===== config.mk =====
export PLATFORM = sky130hd
export DESIGN_NAME = length_prefixed_frame_receiver_core_flat
export DESIGN_NICKNAME = d
export VERILOG_FILES = /design/src/rtl/lpfr_pkg.sv /design/src/rtl/lpfr_in_if.sv /design/src/rtl/lpfr_out_if.sv /design/src/rtl/lpfr_cfg_if.sv /design/src/rtl/lpfr_ram.sv /design/src/rtl/lpfr_rx_fsm.sv /design/src/rtl/lpfr_out_stage.sv /design/src/rtl/length_prefixed_frame_receiver_core.sv /design/src/flat_wrapper.sv
export SDC_FILE = /design/constraint.sdc
export NUM_CORES = 2
export LEC_CHECK = 0
export ABC_CLOCK_PERIOD_IN_PS = 5500
export BUFFER_PORTS_ARGS = -buffer_cell sky130_fd_sc_hd__buf_2
export CAP_MARGIN = 5
export CORE_ASPECT_RATIO = 1.1
export CORE_MARGIN = 2
export CORE_UTILIZATION = 36
export CTS_BUF_LIST = sky130_fd_sc_hd__clkbuf_4 sky130_fd_sc_hd__clkbuf_8
export CTS_CLUSTER_DIAMETER = 40
export DETAILED_ROUTE_END_ITERATION = 8
export PLACE_DENSITY = 0.56
export SLEW_MARGIN = 0
export SYNTH_ARGS = -nofsm -noshare
export SYNTH_HDL_FRONTEND = slang
export SYNTH_SLANG_ARGS = --single-unit

===== constraint.sdc =====
create_clock -name clk_i -period 5.5 [get_ports clk_i]
set_input_delay 1.1 -clock clk_i [delete_from_list [all_inputs] [get_ports clk_i]]
set_output_delay 1.1 -clock clk_i [all_outputs]
set_load 0.01 [all_outputs]

===== src/rtl/lpfr_pkg.sv =====
// ----------------------------------------------------------------------------
// lpfr_pkg: shared types and constants of the length-prefixed frame receiver
// Frame control bytes, buffer sizing, operation codes and channel payloads.
// ----------------------------------------------------------------------------
package lpfr_pkg;

  // Frame buffer sizing
  localparam int BUFFER_DEPTH = 512;
  localparam int ADDR_W       = $clog2(BUFFER_DEPTH);
  localparam int FILL_W       = $clog2(BUFFER_DEPTH + 1);

  // Line control bytes
  localparam logic [7:0] SOH = 8'h01;
  localparam logic [7:0] EOT = 8'h04;
  localparam logic [7:0] ACK = 8'h06;
  localparam logic [7:0] NAK = 8'h15;

  // Operation codes of an input transaction
  localparam logic OP_RX   = 1'b0;
  localparam logic OP_READ = 1'b1;

  // Result kinds
  localparam logic KIND_REPLY = 1'b0;
  localparam logic KIND_READ  = 1'b1;

  // Input transaction payload
  typedef struct packed {
    logic       operation;
    logic [7:0] rx_byte;
    logic [8:0] read_index;
  } in_item_t;

  // Result transaction payload
  typedef struct packed {
    logic        kind;
    logic [7:0]  reply_byte;
    logic        frame_accepted;
    logic [15:0] frame_length;
    logic [7:0]  read_data;
  } out_item_t;

  // Result of one accepted item, before the buffer read data joins it
  typedef struct packed {
    logic        valid;
    logic        kind;
    logic [7:0]  reply_byte;
    logic        frame_accepted;
    logic [15:0] frame_length;
    logic        in_range;
  } res_t;

endpackage


===== src/rtl/lpfr_in_if.sv =====
// ----------------------------------------------------------------------------
// lpfr_in_if: input channel
// Valid/ready channel carrying serial bytes and buffer read requests.
// ----------------------------------------------------------------------------
interface lpfr_in_if import lpfr_pkg::*; ();
  logic     valid;
  logic     ready;
  in_item_t data;

  modport source (output valid, output data, input ready);
  modport sink (input valid, input data, output ready);
endinterface


===== src/rtl/lpfr_out_if.sv =====
// ----------------------------------------------------------------------------
// lpfr_out_if: result channel
// Valid/ready channel carrying reply bytes and buffer read data.
// ----------------------------------------------------------------------------
interface lpfr_out_if import lpfr_pkg::*; ();
  logic      valid;
  logic      ready;
  out_item_t data;

  modport source (output valid, output data, input ready);
  modport sink (input valid, input data, output ready);
endinterface


===== src/rtl/lpfr_cfg_if.sv =====
// ----------------------------------------------------------------------------
// lpfr_cfg_if: configuration write channel
// Valid/ready channel carrying the handler-ready register value.
// ----------------------------------------------------------------------------
interface lpfr_cfg_if import lpfr_pkg::*; ();
  logic valid;
  logic ready;
  logic data;

  modport source (output valid, output data, input ready);
  modport sink (input valid, input data, output ready);
endinterface


===== src/rtl/lpfr_ram.sv =====
// ----------------------------------------------------------------------------
// lpfr_ram: generic single-write, single-read RAM
// One write port, one read port with registered read data.
// ----------------------------------------------------------------------------
module lpfr_ram #(
  parameter int WIDTH = 8,
  parameter int DEPTH = 512
) (
  input  logic                     clk_i,
  input  logic                     we_i,
  input  logic [$clog2(DEPTH)-1:0] waddr_i,
  input  logic [WIDTH-1:0]         wdata_i,
  input  logic                     re_i,
  input  logic [$clog2(DEPTH)-1:0] raddr_i,
  output logic [WIDTH-1:0]         rdata_o
);

  logic [WIDTH-1:0] mem_q [DEPTH];
  logic [WIDTH-1:0] rdata_q;

  // Write port
  always_ff @(posedge clk_i) begin
    if (we_i) begin
      mem_q[waddr_i] <= wdata_i;
    end
  end

  // Registered read port, holds until the next read
  always_ff @(posedge clk_i) begin
    if (re_i) begin
      rdata_q <= mem_q[raddr_i];
    end
  end

  assign rdata_o = rdata_q;

endmodule


===== src/rtl/lpfr_rx_fsm.sv =====
// ----------------------------------------------------------------------------
// lpfr_rx_fsm: frame reception control
// Tracks SOH, length bytes and payload fill, drives buffer writes and reads,
// and decides the ACK/NAK reply.
// ----------------------------------------------------------------------------
module lpfr_rx_fsm import lpfr_pkg::*; (
  input  logic              clk_i,
  input  logic              rst_ni,
  input  logic              accept_i,
  input  in_item_t          item_i,
  input  logic              handler_ready_i,
  output res_t              res_o,
  output logic              we_o,
  output logic [ADDR_W-1:0] waddr_o,
  output logic [7:0]        wdata_o,
  output logic              re_o,
  output logic [ADDR_W-1:0] raddr_o
);

  typedef enum logic [1:0] {
    PH_IDLE,
    PH_LEN_HIGH,
    PH_LEN_LOW,
    PH_ACTIVE
  } phase_e;

  phase_e             phase_q, phase_d;
  logic [15:0]        len_q, len_d;
  logic [FILL_W-1:0]  fill_q, fill_d;
  logic [FILL_W-1:0]  fill_inc;

  assign fill_inc = fill_q + FILL_W'(1);

  // Buffer write/read addressing
  assign waddr_o = fill_q[ADDR_W-1:0];
  assign wdata_o = item_i.rx_byte;
  assign raddr_o = ADDR_W'(item_i.read_index);

  // Next state and result decision
  always_comb begin
    phase_d = phase_q;
    len_d   = len_q;
    fill_d  = fill_q;
    we_o    = 1'b0;
    re_o    = 1'b0;
    res_o   = '0;
    if (accept_i) begin
      if (item_i.operation == OP_READ) begin
        re_o           = 1'b1;
        res_o.valid    = 1'b1;
        res_o.kind     = KIND_READ;
        res_o.in_range = (32'(item_i.read_index) < BUFFER_DEPTH);
      end else begin
        case (phase_q)
          PH_IDLE: begin
            if (item_i.rx_byte == SOH) begin
              phase_d = PH_LEN_HIGH;
            end
          end
          PH_LEN_HIGH: begin
            len_d   = {item_i.rx_byte, 8'h00};
            phase_d = PH_LEN_LOW;
          end
          PH_LEN_LOW: begin
            len_d   = {len_q[15:8], item_i.rx_byte};
            fill_d  = '0;
            phase_d = PH_ACTIVE;
          end
          PH_ACTIVE: begin
            // Store the byte; the last stored byte is the one just taken
            we_o   = 1'b1;
            fill_d = fill_inc;
            if (16'(fill_inc) == len_q) begin
              phase_d          = PH_IDLE;
              res_o.valid      = 1'b1;
              res_o.kind       = KIND_REPLY;
              if (item_i.rx_byte == EOT && handler_ready_i) begin
                res_o.reply_byte     = ACK;
                res_o.frame_accepted = 1'b1;
                res_o.frame_length   = len_q;
              end else begin
                res_o.reply_byte = NAK;
              end
            end else if (32'(fill_inc) >= BUFFER_DEPTH) begin
              // Buffer full before the count was reached
              phase_d          = PH_IDLE;
              res_o.valid      = 1'b1;
              res_o.kind       = KIND_REPLY;
              res_o.reply_byte = NAK;
            end
          end
          default: begin
            phase_d = PH_IDLE;
          end
        endcase
      end
    end
  end

  // State registers
  always_ff @(posedge clk_i or negedge rst_ni) begin
    if (!rst_ni) begin
      phase_q <= PH_IDLE;
      len_q   <= '0;
      fill_q  <= '0;
    end else begin
      phase_q <= phase_d;
      len_q   <= len_d;
      fill_q  <= fill_d;
    end
  end

endmodule


===== src/rtl/lpfr_out_stage.sv =====
// ----------------------------------------------------------------------------
// lpfr_out_stage: result pipeline
// Holds a result while buffer read data arrives, then moves it into the
// output register; stalls the input only when both stages are blocked.
// ----------------------------------------------------------------------------
module lpfr_out_stage import lpfr_pkg::*; (
  input  logic       clk_i,
  input  logic       rst_ni,
  input  res_t       res_i,
  input  logic [7:0] rdata_i,
  output logic       in_ready_o,
  output logic       out_valid_o,
  output out_item_t  out_item_o,
  input  logic       out_ready_i
);

  logic      s1_valid_q, s1_valid_d;
  res_t      s1_res_q;
  logic      out_valid_q, out_valid_d;
  out_item_t out_item_q, out_item_d;
  logic      s1_move;

  // Stage one advances when the output register is free or being drained
  assign s1_move    = s1_valid_q && (!out_valid_q || out_ready_i);
  assign in_ready_o = !s1_valid_q || s1_move;

  // Next values
  always_comb begin
    s1_valid_d = s1_valid_q;
    if (res_i.valid) begin
      s1_valid_d = 1'b1;
    end else if (s1_move) begin
      s1_valid_d = 1'b0;
    end

    out_valid_d = out_valid_q;
    out_item_d  = out_item_q;
    if (s1_move) begin
      out_valid_d               = 1'b1;
      out_item_d.kind           = s1_res_q.kind;
      out_item_d.reply_byte     = s1_res_q.reply_byte;
      out_item_d.frame_accepted = s1_res_q.frame_accepted;
      out_item_d.frame_length   = s1_res_q.frame_length;
      out_item_d.read_data      = (s1_res_q.kind == KIND_READ && s1_res_q.in_range) ?
                                  rdata_i : 8'h00;
    end else if (out_ready_i) begin
      out_valid_d = 1'b0;
    end
  end

  // Control registers
  always_ff @(posedge clk_i or negedge rst_ni) begin
    if (!rst_ni) begin
      s1_valid_q  <= 1'b0;
      out_valid_q <= 1'b0;
    end else begin
      s1_valid_q  <= s1_valid_d;
      out_valid_q <= out_valid_d;
    end
  end

  // Payload registers
  always_ff @(posedge clk_i) begin
    if (res_i.valid) begin
      s1_res_q <= res_i;
    end
    out_item_q <= out_item_d;
  end

  assign out_valid_o = out_valid_q;
  assign out_item_o  = out_item_q;

  // Both stages full and output stalled: no new transaction may enter
  a_stall_blocks_input: assert property (@(posedge clk_i) disable iff (!rst_ni)
    s1_valid_q && out_valid_q && !out_ready_i |-> !in_ready_o)
    else $error("input accepted while result pipeline is blocked");

  // A new result never lands on a held one
  a_no_overwrite: assert property (@(posedge clk_i) disable iff (!rst_ni)
    res_i.valid |-> in_ready_o)
    else $error("result produced while stage one cannot take it");

  // An accepted frame always answers ACK
  a_accept_is_ack: assert property (@(posedge clk_i) disable iff (!rst_ni)
    out_valid_q && out_item_q.frame_accepted |->
      out_item_q.kind == KIND_REPLY && out_item_q.reply_byte == ACK)
    else $error("frame accepted without ACK");

  // Refused frames carry no length
  a_nak_no_length: assert property (@(posedge clk_i) disable iff (!rst_ni)
    out_valid_q && !out_item_q.frame_accepted |-> out_item_q.frame_length == 16'h0000)
    else $error("length reported on a refused frame or read");

  // Read results carry no reply byte
  a_read_no_reply: assert property (@(posedge clk_i) disable iff (!rst_ni)
    out_valid_q && out_item_q.kind == KIND_READ |-> out_item_q.reply_byte == 8'h00)
    else $error("reply byte set on read data");

endmodule


===== src/rtl/length_prefixed_frame_receiver_core.sv =====
// ----------------------------------------------------------------------------
// length_prefixed_frame_receiver_core: SOH/length/EOT frame receiver
// Receives serial bytes, buffers a length-prefixed frame and answers ACK/NAK.
// ----------------------------------------------------------------------------
// Usage
//   in_i   : one transaction per serial byte (operation 0) or per buffer read
//            (operation 1, read_index). Bytes in idle other than SOH are
//            dropped; the two length bytes (high first) produce no result.
//   out_o  : one transaction per completed or overflowed frame (reply byte
//            ACK or NAK, length on ACK) and one per buffer read.
//   cfg_i  : writes handler_ready; write only while the block is idle.
// Path: a result is held beside the buffer read data register in stage one,
//   then in the output register, before it appears on out_o.
// Throughput: one input transaction per cycle while out_o is ready; the
//   frame buffer's one write port and one registered read port serve one
//   item each cycle.
// Reset: control state returns to idle, handler_ready clears, the frame
//   buffer keeps whatever it held and is not cleared.
// Stall: when out_o is not ready, one result waits in the output register
//   and one more in the read stage; in_i.ready drops only when both are held.
// ----------------------------------------------------------------------------
module length_prefixed_frame_receiver_core import lpfr_pkg::*; (
  input  logic        clk_i,
  input  logic        rst_ni,
  lpfr_in_if.sink     in_i,
  lpfr_out_if.source  out_o,
  lpfr_cfg_if.sink    cfg_i
);

  logic              handler_ready_q;
  logic              in_ready;
  logic              accept;
  res_t              res;
  logic              we;
  logic [ADDR_W-1:0] waddr;
  logic [7:0]        wdata;
  logic              re;
  logic [ADDR_W-1:0] raddr;
  logic [7:0]        rdata;

  assign accept     = in_i.valid && in_ready;
  assign in_i.ready = in_ready;
  assign cfg_i.ready = 1'b1;

  // Configuration register
  always_ff @(posedge clk_i or negedge rst_ni) begin
    if (!rst_ni) begin
      handler_ready_q <= 1'b0;
    end else if (cfg_i.valid) begin
      handler_ready_q <= cfg_i.data;
    end
  end

  // Reception control
  lpfr_rx_fsm u_rx_fsm (
    .clk_i           (clk_i),
    .rst_ni          (rst_ni),
    .accept_i        (accept),
    .item_i          (in_i.data),
    .handler_ready_i (handler_ready_q),
    .res_o           (res),
    .we_o            (we),
    .waddr_o         (waddr),
    .wdata_o         (wdata),
    .re_o            (re),
    .raddr_o         (raddr)
  );

  // Frame buffer
  lpfr_ram #(
    .WIDTH (8),
    .DEPTH (BUFFER_DEPTH)
  ) u_frame_ram (
    .clk_i   (clk_i),
    .we_i    (we),
    .waddr_i (waddr),
    .wdata_i (wdata),
    .re_i    (re),
    .raddr_i (raddr),
    .rdata_o (rdata)
  );

  // Result pipeline and output register
  lpfr_out_stage u_out_stage (
    .clk_i       (clk_i),
    .rst_ni      (rst_ni),
    .res_i       (res),
    .rdata_i     (rdata),
    .in_ready_o  (in_ready),
    .out_valid_o (out_o.valid),
    .out_item_o  (out_o.data),
    .out_ready_i (out_o.ready)
  );

endmodule


===== src/flat_wrapper.sv =====
// flat-port wrapper written by rule: the top's interface ports become plain ports
module length_prefixed_frame_receiver_core_flat import lpfr_pkg::*;
  (clk_i, rst_ni, in_i_valid, in_i_data, in_i_ready, out_o_valid, out_o_data, out_o_ready, cfg_i_valid, cfg_i_data, cfg_i_ready);
  lpfr_in_if in_i_i ();
  lpfr_out_if out_o_i ();
  lpfr_cfg_if cfg_i_i ();
  input  logic clk_i;
  input  logic rst_ni;
  input wire logic [$bits(in_i_i.valid)-1:0] in_i_valid;
  input wire logic [$bits(in_i_i.data)-1:0] in_i_data;
  output wire logic [$bits(in_i_i.ready)-1:0] in_i_ready;
  output wire logic [$bits(out_o_i.valid)-1:0] out_o_valid;
  output wire logic [$bits(out_o_i.data)-1:0] out_o_data;
  input wire logic [$bits(out_o_i.ready)-1:0] out_o_ready;
  input wire logic [$bits(cfg_i_i.valid)-1:0] cfg_i_valid;
  input wire logic [$bits(cfg_i_i.data)-1:0] cfg_i_data;
  output wire logic [$bits(cfg_i_i.ready)-1:0] cfg_i_ready;
  assign in_i_i.valid = in_i_valid;
  assign in_i_i.data = in_i_data;
  assign in_i_ready = in_i_i.ready;
  assign out_o_valid = out_o_i.valid;
  assign out_o_data = out_o_i.data;
  assign out_o_i.ready = out_o_ready;
  assign cfg_i_i.valid = cfg_i_valid;
  assign cfg_i_i.data = cfg_i_data;
  assign cfg_i_ready = cfg_i_i.ready;
  length_prefixed_frame_receiver_core u_core (.clk_i(clk_i), .rst_ni(rst_ni), .in_i(in_i_i), .out_o(out_o_i), .cfg_i(cfg_i_i));
endmodule

-- After elaboration in Yosys (flattened, before gate mapping)
Memory sizes are Yosys's and may differ from the RTL's. A register that Yosys moved wholly into a read port is not among the register bits.
Index checks and enable logic that the tools add are counted.
- word-level logic and storage cells: 80
- memory bits (writable): 4096
- output and inout bits: 37
- memories: 1
- bits of input ports: 24
- register bits after elaboration: 92
- memory list (name ; depth ; bits a word ; rd ports ; clocked after Yosys merged registers in ; wr ports ; line ; source):
    u_core.u_frame_ram.mem_q ; 512 ; 8 ; 1 ; 1 ; 1 ; lpfr_ram.sv:18 ; logic [WIDTH-1:0] mem_q [DEPTH];
- bitwise gates (word level): 6
- reductions and logical operators: 20
- add/sub/neg operators: 1
- order comparisons: 1
- mux-type cells: 26
- equal/unequal tests: 8
- operators by type and width (kind ; number):
    $mux 17 ; 2
    $pmux 16 s2 ; 1
    $mux 28 ; 1
    $mux 27 ; 1
    $mux 25 ; 1
    $mux 10 ; 2
    $pmux 10 s2 ; 1
    $eq 10x16->1 ; 1
    $mux 1 ; 11
    $add 10x1->10 const B ; 1
    $ge 10x10->1 const B ; 1
    $eq 8x1->1 const B ; 1
    $eq 8x3->1 const B ; 1
    $mux 2 ; 4
    $pmux 2 s4 ; 1
    $reduce_and 4->1 ; 2
    $reduce_bool 2->1 ; 4
    $not 1->1 ; 6
    $reduce_and 3->1 ; 2
    $mux 5 ; 1
    $reduce_or 5->1 ; 1
    $eq 2x2->1 const B ; 2
    $logic_and 1x1->1 ; 4
    $reduce_or 4->1 ; 1
    other kinds (7) ; 9

-- Longest topological paths before layout
- depth after elaboration: 8
- depth in mapped cells: 14
- depth with buffers taken out: 9

-- Cells and area by module
Synthesis repeated with hierarchy kept, for this count alone.
- cells, all modules: 8365
- area, all modules: 164163.7 µm²
- by module, submodules not included (module ; cells an instance ; area each (µm²) ; times used ; sequential area each (µm²)):
    lpfr_ram ; 8030 ; 160007.2 ; 1 ; 123238.2
    lpfr_rx_fsm ; 253 ; 2130.8 ; 1 ; 700.7
    lpfr_out_stage ; 77 ; 1968.1 ; 1 ; 1881.8
    length_prefixed_frame_receiver_core ; 5 ; 57.6 ; 1 ; 25.0

-- Least setup slack after synthesis
Ideal clock, no wire load.
- path type: input -> register
- from: input out_o_ready
- to: memory u_core.u_frame_ram.mem_q[134][0], enable pin
- buffers on the path: 2
- stages: 9
- data arrival time: 3.137 ns
- path slack: 1.992 ns
- required time: 5.130 ns
- library setup time: 0.370 ns
- cells stage by stage: nand3b_1 > nand2_1 > nor2_1 > nand2_1 > clkbuf_1 > nor4b_1 > nand2_1 > clkbuf_1 > nor2_1
- word-level cells in the longest chain between the ends: 7
- ends and longest elaborated chain (element ; line ; source):
    start, declared ; flat_wrapper.sv:14 ; input wire logic [$bits(out_o_i.ready)-1:0] out_o_ready;
    $logic_or 1x1->1 ; lpfr_out_stage.sv:24 ; assign s1_move = s1_valid_q && (!out_valid_q || out_ready_i);
    $logic_and 1x1->1 ; lpfr_out_stage.sv:24 ;
    $logic_or 1x1->1 ; lpfr_out_stage.sv:25 ; assign in_ready_o = !s1_valid_q || s1_move;
    $logic_and 1x1->1 ; length_prefixed_frame_receiver_core.sv:41 ; assign accept = in_i.valid && in_ready;
    $mux 1 ; lpfr_rx_fsm.sv:47 ; if (accept_i) begin
    $mux 1 ; lpfr_ram.sv:23 ; if (we_i) begin
    $mux 1 (not written as such) ; lpfr_ram.sv:24 ; mem_q[waddr_i] <= wdata_i;
    end, declared ; lpfr_ram.sv:18 ;
Every way passes these cells.

==> results.cfg <==
[run_status]
status = finished, violations left
failed_checks = max-capacitance violations, max-slew violations

[setup_path]
slowest_delay_ns = 1.12
worstPathMaxFanout = 50
crit_path_start_kind = input port
cp.required_ns = 6.44
crit_chain = buf_12 > buf_12 > buf_4 > mux2_2 > a221oi_1 > a22oi_1 > o2111ai_1 > nor3_1 > a31oi_1 > a31oi_1
path_depth = 10
cp.arrival_ns = 5.12
r2r_slack_ns = 1.46
cp_top_family = compound AO/OA/AOI/OAI gates
timing.rr.start = u_core.u_rx_fsm.fill_q[2]$_DFFE_PN0P_
r2r_cells = 5
rr_endpoint = u_core.u_frame_ram.mem_q[438][1]$_DFFE_PP_
timing.critical_path.to = u_core.u_frame_ram.rdata_o[3]$_DFFE_PP_
worst_setup_path_end_kind = register
slowest_stage = a31oi_1
timing.critical_path.from = in_i_data[0]
crit_buf_inv = 3
path_class = input port to register

[synth]
yosysTopAreaCell = edfxtp_1
yosysTopAreaCellShare = 0.755
synth-seq-area-share = 0.760
synth.area.top_cells = edfxtp_1 (75%), mux4_2 (8.1%), mux2i_1 (4.7%)
synth_edf_count = 4154
synth_cell_type_count = 93
synthCells = 8467
synth.avg_cell_area_um2 = 19.5
synth_flop_cell = edfxtp_1
ys_seq_elements = 4185
ys_async_sr_fraction = 0.00741
synth.cell_area_mm2 = 0.165
ys_warn_count = 0

[clock_network]
htree_levels = 6
numClockSinks = 4185
root_buffer = clkbuf_8
clk-insertion-delay-late_ns = 1.29
path_clk_slew_ns = 0.06
cts_buffers = 648
cts_resized = 0
cts_buffer_depth = 4
post_cts_buffers = 0
cts_tree = yes
cts_hold_buf = 4

[timing]
skew_ns = 0.0941
rsz0062_at_grt = no
max_slew_margin = -0.0167
final-setup-viol-count = 0
final_max_slew_viol_count = 2
hold_ws_ns = 0.131
max_freq_ghz = 0.239
tns_ns = 0
finalHoldViolations = 0
tightest_slew_ns = 1.52
period_minus_slack_ns = 4.18
period_share = 0.760

[drt]
via_count = 88300
drt_first_pass_iters = 6
drc = 0
wl_per_cell_um = 31.1
postRouteAntennaNets = 0
routed_wl_um = 487000
drtIter0Drc = 10700
viasPerCell = 5.64

[cells_and_area]
post-route-util = 0.408
fin_cells = 15600
drive_gt1_frac = 0.226
nNetsFinal = 9081
area_delta_synth_final_pct = 12.8

[placed_design]
portBuffers = 55
dp_hpwl_um = 301000
place_inst = 14400
gp_congestion = 0.872

[die]
coreArea_mm2 = 0.456
io_pins = 61
start_util = 0.362
die-area_mm2 = 0.464
rows = 260
dieWidth_um = 650
die_h_um = 715

[global_routing]
grt_max_degree = 165
grt_pass1_vias = 89100
grt.overflow.total = 0
antenna_found_initial = 43
globalRouteTotalUtil = 0.204
grt_pass1_wl_um = 680000

[power_and_ir_drop]
leakage_uw = 0.0595
totalPowerFinal_uw = 65700
power.density_mw_per_mm2 = 353
ir_drop_uv = 276

[worst_hold_path]
min_path_type = input port to register

[flow_run]
max_cap_viol_count = 1
[layout by cell type (no fill, tap or decap), drive strengths merged, types with 12 or more instances in the layout]
cell,synthesis,routed
and2,53,53
a22oi,38,38
nor3,90,90
and3,15,15
clkbuf,239,824
mux4,655,655
mux2,47,47
a221oi,22,22
nand3,63,63
nor4,22,22
bufinv,0,19
nand2,240,240
nand4,24,24
a32oi,12,12
diode,0,77
clkinvlp,0,18
or3,12,12
edfxtp,4154,4154
o221ai,251,251
a2111oi,14,14
nor2,625,625
buf,312,469
o21ai,128,128
clkinv,1,248
nand2b,19,19
a211oi,27,27
inv,13,50
a21oi,162,162
dfrtp,31,31
a31oi,45,45
mux2i,771,771
o22ai,221,221
[final cells by class]
cell class	instances	area (um2)
Timing Repair Buffer	473	4410
Fill cell	40300	270000
Multi-Input combinational cell	3726	36100
Sequential cell	4185	126000
Inverter	14	67.6
Clock buffer	824	10300
Tap cell	6026	7540
Antenna cell	77	193
Clock inverter	321	2330
[per-layer routing]
layer | track usage | share of wire | vias up | routed length, um
li1 | - | - | 36200 | -
met1 | 0.266 | 0.39 | 46900 | 190000
met2 | 0.337 | 0.48 | 4357 | 236000
met3 | 0.0392 | 0.084 | 828 | 41100
met4 | 0.0788 | 0.040 | 12 | 19600
met5 | 0 | 0.00015 | - | 71
[sequential cells by signal (all words and copies together), names as in the netlist]
name	cells
u_core.u_out_stage.s1_valid_q	1
u_core.u_out_stage.out_valid_o	1
u_core.handler_ready_q	1
u_core.u_out_stage.s1_res_q	21
u_core.u_rx_fsm.phase_q	2
u_core.u_out_stage.out_item_o	29
u_core.u_frame_ram.rdata_o	8
u_core.u_frame_ram.mem_q	4096
u_core.u_rx_fsm.len_q	16
u_core.u_rx_fsm.fill_q	10
[worst min-delay path: cells and delay by family]
family        cells  cell delay, ns
simple gates      2            0.16
buf+inv           1            0.08
[cells in the mapped netlist, types with 12 or more instances]
master and n:
nor4_1 21, a32oi_1 12, nor2_1 625, nor3_1 88, and2_1 52, a211oi_1 27, a221oi_1 22, mux2_2 47
a21oi_1 162, mux2i_1 771, o221ai_1 249, nand2b_1 19, dfrtp_1 31, mux4_1 63, nand4_1 24, buf_4 42
buf_8 59, clkbuf_1 223, buf_6 84, o21ai_0 125, mux4_2 592, buf_2 85, nand2_1 240, nand3_1 63
and3_1 15, inv_1 12, or3_1 12, buf_1 33, o22ai_1 220, a22oi_1 38, edfxtp_1 4154, a31oi_1 45
[cells by family (layout without fill, tap and decap cells)]
| family | after synthesis | in the layout | synth area share |
|---|---|---|---|
| AOI/OAI and AO/OA | 1004 | 1004 | 0.0422 |
| xor gates and xnor gates | 15 | 15 | 0.000795 |
| adders and majority gates | 9 | 9 | 0.000681 |
| buffers and inverters | 565 | 1632 | 0.0238 |
| DFF | 4185 | 4185 | 0.760 |
| muxes | 1473 | 1473 | 0.141 |
| other | 2 | 88 | 0.0000454 |
| and+or+nand+nor | 1214 | 1214 | 0.0323 |
[stage by stage]
| step | instance area (um2) | worst slack [ns] |
|---|---|---|
| after floorplan | 165000 | 1.99 |
| after global placement | 173000 | -2.08 |
| after detailed placement | 174000 | 0.112 |
| after CTS | 186000 | 1.43 |
| after global routing | 186000 | 1.34 |
| final | 186000 | 1.32 |
[worst min-delay path by stage]
stage	start	end	slack [ns]	depth (start not counted)
detailed placement	u_core.u_out_stage.s1_res_q[20]$_SDFFCE_PP0P_	u_core.u_out_stage.out_item_o[27]$_DFFE_PP_	0.41	0
floorplan	u_core.u_out_stage.s1_res_q[3]$_SDFFCE_PP0P_	u_core.u_out_stage.out_item_o[10]$_DFFE_PP_	0.40	0
global route	in_i_data[10]	u_core.u_frame_ram.mem_q[460][1]$_DFFE_PP_	0.09	1
CTS	out_o_ready	u_core.u_out_stage.out_valid_o$_DFFE_PN0P_	0.007	3
global placement	u_core.u_out_stage.s1_res_q[13]$_SDFFCE_PP0P_	u_core.u_out_stage.out_item_o[20]$_DFFE_PP_	0.40	0
finish	out_o_ready	u_core.u_out_stage.out_valid_o$_DFFE_PN0P_	0.13	3
[power by group]
part           switching [uW]  leakage [uW]  internal (uW)
registers                 130        0.0378          35200
logic                    3300        0.0152           1250
clock network           12600       0.00661          13300
total                   16000        0.0595          49700
Note: power is estimated with default switching activity, not from simulation.
